--- config.mk ---
export PLATFORM = sky130hd
export DESIGN_NAME = blake2s_hash
export DESIGN_NICKNAME = d
export VERILOG_FILES = /design/src/rtl/b2s_pkg.sv /design/src/rtl/b2s_ctrl.sv /design/src/rtl/b2s_dp.sv /design/src/rtl/blake2s_hash.sv
export SDC_FILE = /design/constraint.sdc
export NUM_CORES = 2
export LEC_CHECK = 0
export BUFFER_PORTS_ARGS = -buffer_cell sky130_fd_sc_hd__buf_2
export CAP_MARGIN = 20
export CORE_MARGIN = 2
export CORE_UTILIZATION = 55
export DETAILED_ROUTE_END_ITERATION = 10
export PLACE_DENSITY = 0.71
export SYNTH_ARGS = -nofsm -noshare
export SYNTH_HDL_FRONTEND = slang
export SYNTH_SLANG_ARGS = --single-unit
export TNS_END_PERCENT = 20
--- constraint.sdc ---
create_clock -name i_clk -period 18.7 [get_ports i_clk]
set_clock_uncertainty 0.2 [all_clocks]
set_input_delay 0 -clock i_clk [delete_from_list [all_inputs] [get_ports i_clk]]
set_output_delay 0 -clock i_clk [all_outputs]
set_load 0.01 [all_outputs]
--- src/rtl/b2s_pkg.sv ---
package b2s_pkg;

    localparam int DigestMax = 32;
    localparam int KeyMax    = 32;

    typedef enum logic [1:0] {
        CMD_ABSORB        = 2'd0,
        CMD_ABSORB_FINISH = 2'd1,
        CMD_FINISH        = 2'd2,
        CMD_FINISH_ALT    = 2'd3
    } t_cmd;

    typedef enum logic [2:0] {
        REG_OUT_LEN = 3'd0,
        REG_KEY_LEN = 3'd1,
        REG_KEY_W0  = 3'd2,
        REG_KEY_W1  = 3'd3,
        REG_KEY_W2  = 3'd4,
        REG_KEY_W3  = 3'd5
    } t_reg;

    typedef enum logic [2:0] {
        ST_IDLE,
        ST_ABSORB,
        ST_COMP_INIT,
        ST_COMP_RUN,
        ST_COMP_END,
        ST_EMIT
    } t_state;

    // Controller to datapath commands
    typedef struct packed {
        logic start_msg;   // load IV, key, latch length
        logic put_byte;    // write the input byte at the fill position
        logic pad_final;   // add fill to count, mark final block
        logic comp_init;   // load the working vector
        logic comp_step;   // half of a G mix
        logic comp_end;    // fold into chain value, clear buffer
        logic pre_full;    // add 64 to count before a non-final block
        logic emit_next;   // advance digest byte pointer
    } t_cmd_bus;

    // Datapath to controller status
    typedef struct packed {
        logic buf_full;
        logic mix_last;
        logic emit_last;
    } t_status;

    function automatic logic [31:0] iv_word(input logic [2:0] i);
        case (i)
            3'd0: iv_word = 32'h6A09E667;
            3'd1: iv_word = 32'hBB67AE85;
            3'd2: iv_word = 32'h3C6EF372;
            3'd3: iv_word = 32'hA54FF53A;
            3'd4: iv_word = 32'h510E527F;
            3'd5: iv_word = 32'h9B05688C;
            3'd6: iv_word = 32'h1F83D9AB;
            default: iv_word = 32'h5BE0CD19;
        endcase
    endfunction

    // Word positions a,b,c,d of mix j, low nibble first
    function automatic logic [15:0] mix_pos(input logic [2:0] j);
        case (j)
            3'd0: mix_pos = 16'hC840;
            3'd1: mix_pos = 16'hD951;
            3'd2: mix_pos = 16'hEA62;
            3'd3: mix_pos = 16'hFB73;
            3'd4: mix_pos = 16'hFA50;
            3'd5: mix_pos = 16'hCB61;
            3'd6: mix_pos = 16'hD872;
            default: mix_pos = 16'hE943;
        endcase
    endfunction

    function automatic logic [63:0] perm(input logic [3:0] r);
        case (r)
            4'd0: perm = 64'hfedcba9876543210;
            4'd1: perm = 64'h357b20c16df984ae;
            4'd2: perm = 64'h491763eadf250c8b;
            4'd3: perm = 64'h8f04a562ebcd1397;
            4'd4: perm = 64'hd386cb1efa427509;
            4'd5: perm = 64'h91ef57d438b0a6c2;
            4'd6: perm = 64'hb8293670a4def15c;
            4'd7: perm = 64'ha2684f05931ce7bd;
            4'd8: perm = 64'h5a417d2c803b9ef6;
            default: perm = 64'h0dc3e9bf5167482a;
        endcase
    endfunction

endpackage

--- src/rtl/b2s_ctrl.sv ---
module b2s_ctrl
    import b2s_pkg::*;
(
    input  logic     i_clk,
    input  logic     i_rst_n,
    input  logic     i_in_fire,
    input  t_cmd     i_cmd,
    input  logic     i_out_ready,
    input  t_status  i_stat,
    output logic     o_in_ready,
    output logic     o_out_valid,
    output t_cmd_bus o_cmd
);

    t_state r_state, n_state;
    logic   r_in_msg, n_in_msg;
    logic   r_absorb, n_absorb;   // byte pending after a block compression
    logic   r_finish, n_finish;   // finish pending
    logic   r_final, n_final;     // current compression is the last block

    // next state
    always_comb begin
        n_state  = r_state;
        n_in_msg = r_in_msg;
        n_absorb = r_absorb;
        n_finish = r_finish;
        n_final  = r_final;
        unique case (r_state)
            ST_IDLE: begin
                if (i_in_fire) begin
                    n_in_msg = 1'b1;
                    n_absorb = (i_cmd == CMD_ABSORB) || (i_cmd == CMD_ABSORB_FINISH);
                    n_finish = (i_cmd != CMD_ABSORB);
                    n_state  = ST_ABSORB;
                end
            end
            ST_ABSORB: begin
                if (r_absorb && i_stat.buf_full) begin
                    n_final = 1'b0;
                    n_state = ST_COMP_INIT;
                end else if (r_finish) begin
                    n_absorb = 1'b0;
                    n_finish = 1'b0;
                    n_final  = 1'b1;
                    n_state  = ST_COMP_INIT;
                end else begin
                    n_absorb = 1'b0;
                    n_state  = ST_IDLE;
                end
            end
            ST_COMP_INIT: n_state = ST_COMP_RUN;
            ST_COMP_RUN:  if (i_stat.mix_last) n_state = ST_COMP_END;
            ST_COMP_END:  n_state = r_final ? ST_EMIT : ST_ABSORB;
            ST_EMIT: begin
                if (i_out_ready && i_stat.emit_last) begin
                    n_in_msg = 1'b0;
                    n_state  = ST_IDLE;
                end
            end
            default: n_state = ST_IDLE;
        endcase
    end

    // outputs
    always_comb begin
        o_cmd       = '0;
        o_in_ready  = 1'b0;
        o_out_valid = 1'b0;
        unique case (r_state)
            ST_IDLE: begin
                o_in_ready      = 1'b1;
                o_cmd.start_msg = i_in_fire && !r_in_msg;
            end
            ST_ABSORB: begin
                if (r_absorb && i_stat.buf_full) begin
                    o_cmd.pre_full = 1'b1;
                end else begin
                    o_cmd.put_byte  = r_absorb;
                    o_cmd.pad_final = r_finish;
                end
            end
            ST_COMP_INIT: o_cmd.comp_init = 1'b1;
            ST_COMP_RUN:  o_cmd.comp_step = 1'b1;
            ST_COMP_END:  o_cmd.comp_end  = 1'b1;
            ST_EMIT: begin
                o_out_valid     = 1'b1;
                o_cmd.emit_next = i_out_ready;
            end
            default: ;
        endcase
    end

    always_ff @(posedge i_clk) begin
        if (!i_rst_n) begin
            r_state  <= ST_IDLE;
            r_in_msg <= 1'b0;
            r_absorb <= 1'b0;
            r_finish <= 1'b0;
            r_final  <= 1'b0;
        end else begin
            r_state  <= n_state;
            r_in_msg <= n_in_msg;
            r_absorb <= n_absorb;
            r_finish <= n_finish;
            r_final  <= n_final;
        end
    end

endmodule

--- src/rtl/b2s_dp.sv ---
module b2s_dp
    import b2s_pkg::*;
(
    input  logic        i_clk,
    input  logic        i_rst_n,
    input  t_cmd_bus    i_cmd,
    input  logic        i_in_fire,
    input  logic [7:0]  i_byte,
    input  logic [5:0]  i_out_len,
    input  logic [5:0]  i_key_len,
    input  logic [255:0] i_key,
    output t_status     o_stat,
    output logic [7:0]  o_digest_byte,
    output logic        o_last_byte
);

    logic [31:0] r_h [8];
    logic [31:0] r_m [16];
    logic [31:0] r_v [16];
    logic [6:0]  r_fill;
    logic [63:0] r_count;
    logic        r_final;
    logic [7:0]  r_byte;
    logic [5:0]  r_len;
    logic [4:0]  r_optr;
    logic [3:0]  r_round;
    logic [2:0]  r_mix;
    logic        r_half;

    logic [5:0]  olen_eff, klen_eff;
    logic [15:0] pos;
    logic [63:0] sched;
    logic [3:0]  ia, ib, ic, id, i0, i1;
    logic [31:0] mw, ga, gdx, gd, gc, gbx, gb;
    logic [31:0] hw;

    assign olen_eff = (i_out_len == 6'd0 || i_out_len > 6'(DigestMax)) ?
                      6'(DigestMax) : i_out_len;
    assign klen_eff = (i_key_len > 6'(KeyMax)) ? 6'(KeyMax) : i_key_len;

    // Half of a G mix on one column or diagonal per step
    assign pos   = mix_pos(r_mix);
    assign ia    = pos[3:0];
    assign ib    = pos[7:4];
    assign ic    = pos[11:8];
    assign id    = pos[15:12];
    assign sched = perm(r_round);
    assign i0    = sched[{r_mix, 3'd0} +: 4];
    assign i1    = sched[{r_mix, 3'd4} +: 4];
    assign mw    = r_half ? r_m[i1] : r_m[i0];
    always_comb begin
        ga  = r_v[ia] + r_v[ib] + mw;
        gdx = r_v[id] ^ ga;
        gd  = r_half ? {gdx[7:0], gdx[31:8]} : {gdx[15:0], gdx[31:16]};
        gc  = r_v[ic] + gd;
        gbx = r_v[ib] ^ gc;
        gb  = r_half ? {gbx[6:0], gbx[31:7]} : {gbx[11:0], gbx[31:12]};
    end

    assign o_stat.buf_full  = r_fill[6];
    assign o_stat.mix_last  = (r_round == 4'd9) && (r_mix == 3'd7) && r_half;
    assign o_stat.emit_last = ({1'b0, r_optr} + 6'd1 == r_len);

    assign hw            = r_h[r_optr[4:2]];
    assign o_digest_byte = hw[{r_optr[1:0], 3'd0} +: 8];
    assign o_last_byte   = o_stat.emit_last;

    // control-free payload state; fill and count cleared on reset
    always_ff @(posedge i_clk) begin
        if (!i_rst_n) begin
            r_fill  <= '0;
            r_count <= '0;
            r_len   <= 6'(DigestMax);
            r_optr  <= '0;
            r_round <= '0;
            r_mix   <= '0;
            r_half  <= 1'b0;
            r_final <= 1'b0;
            for (int j = 0; j < 16; j++) r_m[j] <= '0;
        end else begin
            if (i_in_fire) r_byte <= i_byte;
            if (i_cmd.start_msg) begin
                r_len   <= olen_eff;
                r_count <= '0;
                r_optr  <= '0;
                for (int j = 0; j < 8; j++) begin
                    r_h[j] <= iv_word(3'(j)) ^ ((j == 0) ?
                              (32'h01010000 ^ {18'd0, klen_eff, 8'd0} ^ {26'd0, olen_eff})
                              : 32'd0);
                    for (int k = 0; k < 4; k++)
                        r_m[j][8*k +: 8] <= (6'(4*j + k) < klen_eff) ?
                                            i_key[32*j + 8*k +: 8] : 8'd0;
                end
                for (int j = 8; j < 16; j++) r_m[j] <= '0;
                r_fill <= (klen_eff != 6'd0) ? 7'd64 : 7'd0;
            end
            if (i_cmd.pre_full) begin
                r_count <= r_count + 64'd64;
                r_final <= 1'b0;
            end
            if (i_cmd.put_byte) begin
                r_m[r_fill[5:2]][{r_fill[1:0], 3'd0} +: 8] <= r_byte;
                r_fill <= r_fill + 7'd1;
            end
            if (i_cmd.pad_final) begin
                r_count <= r_count + {57'd0, r_fill} + {63'd0, i_cmd.put_byte};
                r_final <= 1'b1;
            end
            if (i_cmd.comp_init) begin
                r_round <= '0;
                r_mix   <= '0;
                r_half  <= 1'b0;
                for (int j = 0; j < 8; j++) begin
                    r_v[j]     <= r_h[j];
                    r_v[j + 8] <= iv_word(3'(j));
                end
                r_v[12] <= iv_word(3'd4) ^ r_count[31:0];
                r_v[13] <= iv_word(3'd5) ^ r_count[63:32];
                r_v[14] <= r_final ? ~iv_word(3'd6) : iv_word(3'd6);
            end
            if (i_cmd.comp_step) begin
                r_v[ia] <= ga;
                r_v[ib] <= gb;
                r_v[ic] <= gc;
                r_v[id] <= gd;
                r_half  <= ~r_half;
                if (r_half) begin
                    r_mix <= r_mix + 3'd1;
                    if (r_mix == 3'd7) r_round <= r_round + 4'd1;
                end
            end
            if (i_cmd.comp_end) begin
                for (int j = 0; j < 8; j++) r_h[j] <= r_h[j] ^ r_v[j] ^ r_v[j + 8];
                for (int j = 0; j < 16; j++) r_m[j] <= '0;
                r_fill <= '0;
                r_optr <= '0;
            end
            if (i_cmd.emit_next) r_optr <= r_optr + 5'd1;
        end
    end

endmodule

--- src/rtl/blake2s_hash.sv ---
// BLAKE2s hasher (keyed or unkeyed), one message byte per input beat. Command 0
// absorbs a byte, 1 absorbs and finishes, 2 or 3 finish only. A byte that arrives on
// a full 64-byte block first waits for one compression (160 half-G steps on one shared
// mix unit plus count, load and fold steps). Finish runs the final compression before
// the first digest beat is valid; then out_len digest beats follow, byte 0 first,
// tlast on the final one. Registers written take effect at the next message start;
// write them only between messages.
module blake2s_hash
    import b2s_pkg::*;
(
    input  logic        i_clk,
    input  logic        i_rst_n,
    input  logic        s_axis_tvalid,
    output logic        s_axis_tready,
    input  logic [7:0]  s_axis_tdata,   // data_byte[7:0]
    input  logic [1:0]  s_axis_tuser,   // command[1:0]
    output logic        m_axis_tvalid,
    input  logic        m_axis_tready,
    output logic [7:0]  m_axis_tdata,   // digest_byte[7:0]
    output logic        m_axis_tlast,
    input  logic        i_cfg_valid,
    output logic        o_cfg_ready,
    input  logic [2:0]  i_cfg_index,
    input  logic [63:0] i_cfg_data
);

    logic [5:0]   r_out_len, r_key_len;
    logic [255:0] r_key;
    logic         in_fire;
    t_cmd_bus     cmd;
    t_status      stat;

    assign o_cfg_ready = 1'b1;
    assign in_fire     = s_axis_tvalid && s_axis_tready;

    // configuration registers
    always_ff @(posedge i_clk) begin
        if (!i_rst_n) begin
            r_out_len <= 6'(DigestMax);
            r_key_len <= '0;
            r_key     <= '0;
        end else if (i_cfg_valid) begin
            unique case (i_cfg_index)
                REG_OUT_LEN: r_out_len <= i_cfg_data[5:0];
                REG_KEY_LEN: r_key_len <= i_cfg_data[5:0];
                REG_KEY_W0:  r_key[63:0]    <= i_cfg_data;
                REG_KEY_W1:  r_key[127:64]  <= i_cfg_data;
                REG_KEY_W2:  r_key[191:128] <= i_cfg_data;
                REG_KEY_W3:  r_key[255:192] <= i_cfg_data;
                default: ;
            endcase
        end
    end

    b2s_ctrl u_ctrl (
        .i_clk       (i_clk),
        .i_rst_n     (i_rst_n),
        .i_in_fire   (in_fire),
        .i_cmd       (t_cmd'(s_axis_tuser)),
        .i_out_ready (m_axis_tready),
        .i_stat      (stat),
        .o_in_ready  (s_axis_tready),
        .o_out_valid (m_axis_tvalid),
        .o_cmd       (cmd)
    );

    b2s_dp u_dp (
        .i_clk         (i_clk),
        .i_rst_n       (i_rst_n),
        .i_cmd         (cmd),
        .i_in_fire     (in_fire),
        .i_byte        (s_axis_tdata),
        .i_out_len     (r_out_len),
        .i_key_len     (r_key_len),
        .i_key         (r_key),
        .o_stat        (stat),
        .o_digest_byte (m_axis_tdata),
        .o_last_byte   (m_axis_tlast)
    );

    // no input taken while digest beats are out
    a_excl: assert property (@(posedge i_clk) disable iff (!i_rst_n)
        !(s_axis_tready && m_axis_tvalid)) else $error("input and output overlap");

    // digest beat holds while stalled
    a_hold: assert property (@(posedge i_clk) disable iff (!i_rst_n)
        m_axis_tvalid && !m_axis_tready |=> m_axis_tvalid && $stable(m_axis_tdata))
        else $error("digest beat changed under stall");

    // last beat ends the output run
    a_last: assert property (@(posedge i_clk) disable iff (!i_rst_n)
        m_axis_tvalid && m_axis_tready && m_axis_tlast |=> !m_axis_tvalid)
        else $error("output continued after last");

endmodule
==> results.yml <==
critical_path:
  crit_slowest_cell: "dfxtp_1"
  ff2ff_path_depth: 30
  worst_r2r_endpoint: "u_dp.r_v[5][29]"
  end_kind: "flop"
  cpMostUsedCell: "a211oi_1"
  worstSetupStartpointType: "flop"
  cp_max_fo: 62
  critPathArrivalTime_ns: 13.57
  reg2reg_from: "u_dp.r_mix[1]"
  reg2reg_slack_ns: 5.50
  crit_type: "reg2reg"
  cpPeakStageDelay_ns: 1.07
  required_ns: 19.07
detailed_routing:
  vias: 82340
  first_iter_violations: 12950
  maxUsedRoutingLayer: "met5"
  drc_errors: 0
  drt_first_pass_iters: 9
  wl_per_cell_um: 30.03
  dr_wl_met3_um: 45940
  wl_met2_um: 160100
  drt-total-wl_um: 365900
  avgViaCountPerCell: 6.758
  postRouteAntennaNets: 0
  wl_met1_um: 129800
min_path:
  hold_end: "u_dp.r_optr[3]"
  min_path_type: "in2reg"
  hp-start: "m_axis_tready"
  holdPathStages: 5
global_routing:
  grt_pass1_vias: 76850
  grt_max_degree: 203
  grt_util_all_layers_pct: 40.80
  grt_pass1_wl_um: 525200
  antenna_found_initial: 13
  grt-ovfl-total: 0
logic_synthesis:
  yosysTopAreaCell: "edfxtp_1"
  ys_warn_count: 0
  synth_ff_type: "edfxtp_1"
  ys_types: 100
  ys_seq_area_share_pct: 50.06
  async_flop_share_pct: 0
  syn_nets: 10030
  post_synth_inst_count: 9824
  avgSynthCellArea_um2: 9.623
  syn-cell-area_mm2: 0.09453
  synth_edf_count: 1288
  synth_top_area_share_pct: 40.91
  synth_area_leaders: "edfxtp_1 41%, dfxtp_1 9.1%, nand2_1 8.8%, a21oi_1 3.1%, xnor2_1 3.1%"
  ys_ff_latch: 1720
clock_network:
  cts_tree: "yes"
  clk_latency_ns: 0.92
  htreeDepth: 4
  cts.repair.resized: 0
  clockRootBuffer: "clkbuf_16"
  numClockSinks: 1720
  cts_made_buffers: 187
  clockBufferDepth: 3
  clkTransAtPathRegs_ns: 0.06
  post_cts.repair.setup_buffers: 0
final_layout:
  final_nets: 9980
  mostFrequentLayoutCell: "nand2_1"
  area_growth_syn_to_layout_pct: 11.36
  drive_gt1_share_pct: 8.755
  final_util_pct: 61.50
  final_cell_mix: "2199 x nand2_1, 1288 x edfxtp_1, 728 x nor2_1"
pwr:
  power_w: 0.009815
  power.density_mw_per_mm2: 93.23
  p_leak_nw: 36.46
  ir_worst_vdd_mv: 0.09514
placed_design:
  pre_cts_ws_ns: 6.164
  place_hpwl_um: 245300
  port_buffers: 92
  gp_congestion: 1.047
timing:
  setup_viol: 0
  period_share_pct: 70.60
  max_freq_mhz: 75.75
  hold_viol: 0
  relSlewSlack_pct: 8.838
  fin_ws_ns: 5.498
  maxSlewViolCount: 0
  fin_crit_ns: 13.20
  rsz0062_at_grt: "no"
  whs_ns: 0.07220
  fin_tns_setup_ns: 0
  tightest_slew_ns: 1.367
floorplan:
  die_h_um: 418.6
  start_util_pct: 55.23
  die_w_um: 418.6
  io_pins: 94
  die_area_mm2: 0.1752
  coreArea_mm2: 0.1712
  rows: 152
outcome:
  status: "finished, final reports clean"
job:
  cap_violations: 0
==> repair_timing <==
item	4_1_cts	5_1_grt
setup endpoints to repair	0	0
hold endpoints to repair	439	0
hold buffers	178	0
==> metrics by stage <==
| step | instances | instance area, um2 |
|---|---|---|
| after global routing | 12170 | 105200 |
| after global placement | 11620 | 96810 |
| final | 12190 | 105300 |
| after CTS | 12160 | 105200 |
| after floorplan | 9824 | 94530 |
| after detailed placement | 11630 | 96920 |
==> registers in the layout, summed over array words and instances, names as in the netlist, 3 cells and up, named ones only <==
register,cells
u_ctrl.r_state,3
u_dp.sched,63
u_dp.r_fill,7
u_dp.r_round,4
u_dp.r_len,6
u_dp.r_v,512
u_dp.r_mix,3
r_key,256
r_key_len,6
u_dp.r_byte,8
r_out_len,6
u_dp.r_h,256
u_dp.r_count,64
u_dp.r_optr,5
u_dp.r_m,512
==> worst max-delay path: cells and delay by family, from the launching register on <==
family          cells  cell delay [ns]
compound gates     13             4.46
xor+xnor            3             1.61
fa+ha+maj           4             1.60
buf+inv             4             1.73
flops               1             1.07
mux                 4             1.82
simple gates        2             0.26
==> how the worst max path moves through the flow <==
| stage | to | slack, ns | cells past startpoint | start |
|---|---|---|---|---|
| 3_5_place_dp | u_dp.r_v[5][29] | 6.16 | 30 | u_dp.r_mix[1] |
| 3_3_place_gp | u_dp.r_v[7][0] | 6.29 | 28 | u_dp.r_mix[1] |
| 2_1_floorplan | u_dp.r_h[0][0] | 5.48 | 6 | u_ctrl.r_state[0] |
| 5_1_grt | u_dp.r_v[5][29] | 5.38 | 30 | u_dp.r_mix[1] |
| 4_1_cts | u_dp.r_v[5][29] | 6.07 | 30 | u_dp.r_mix[1] |
| 6_report | u_dp.r_v[5][29] | 5.50 | 30 | u_dp.r_mix[1] |
==> per-layer routing <==
metal | vias up | global-route usage (%)
met5 | - | 0
met4 | 10 | 29.04
met3 | 1245 | 9.610
met2 | 6334 | 61.24
met1 | 39520 | 51.99
li1 | 35240 | -
==> kinds of logic after synthesis <==
logic type | Yosys count | share of synthesized area (%)
adder cells (fa/ha/maj) | 125 | 1.932
flip-flops | 1720 | 50.06
AO/OA/AOI/OAI | 2334 | 16.08
buffers and inverters | 874 | 3.604
XOR/XNOR | 656 | 6.227
AND/OR/NAND/NOR | 3798 | 17.13
multiplexers | 316 | 4.963
other | 1 | 0.003967
==> cell type report <==
type                    instances  area [um2]
flip-flops and latches       1720       47340
repair buffers                475        3880
inverters                     159       605.6
clock buffers                 250        5231
fillers                     13940       65890
well taps                    2233        2794
clock inverters               103        1212
diodes                         15       37.54
multi-input cells            7230       44170
==> cell usage after synthesis, types with 133 or more instances <==
cell         n
xor2_1     310
nand3_1    157
a21oi_1    591
inv_1      153
a31oi_1    222
a211oi_1   357
edfxtp_1  1288
nand2_1   2218
dfxtp_1    432
clkbuf_1   585
a22o_1     186
mux2i_1    142
nor2_1     736
a311oi_1   133
and2_1     296
o21ai_0    505
xnor2_1    335
==> report_power, final <==
group	internal, W	leakage, nW	switching [W]
clock	0.00220	3.12	0.00169
combinational	0.000442	17.4	0.00116
sequential	0.00423	15.9	0.0000943
(Power assumes the default switching activity.)
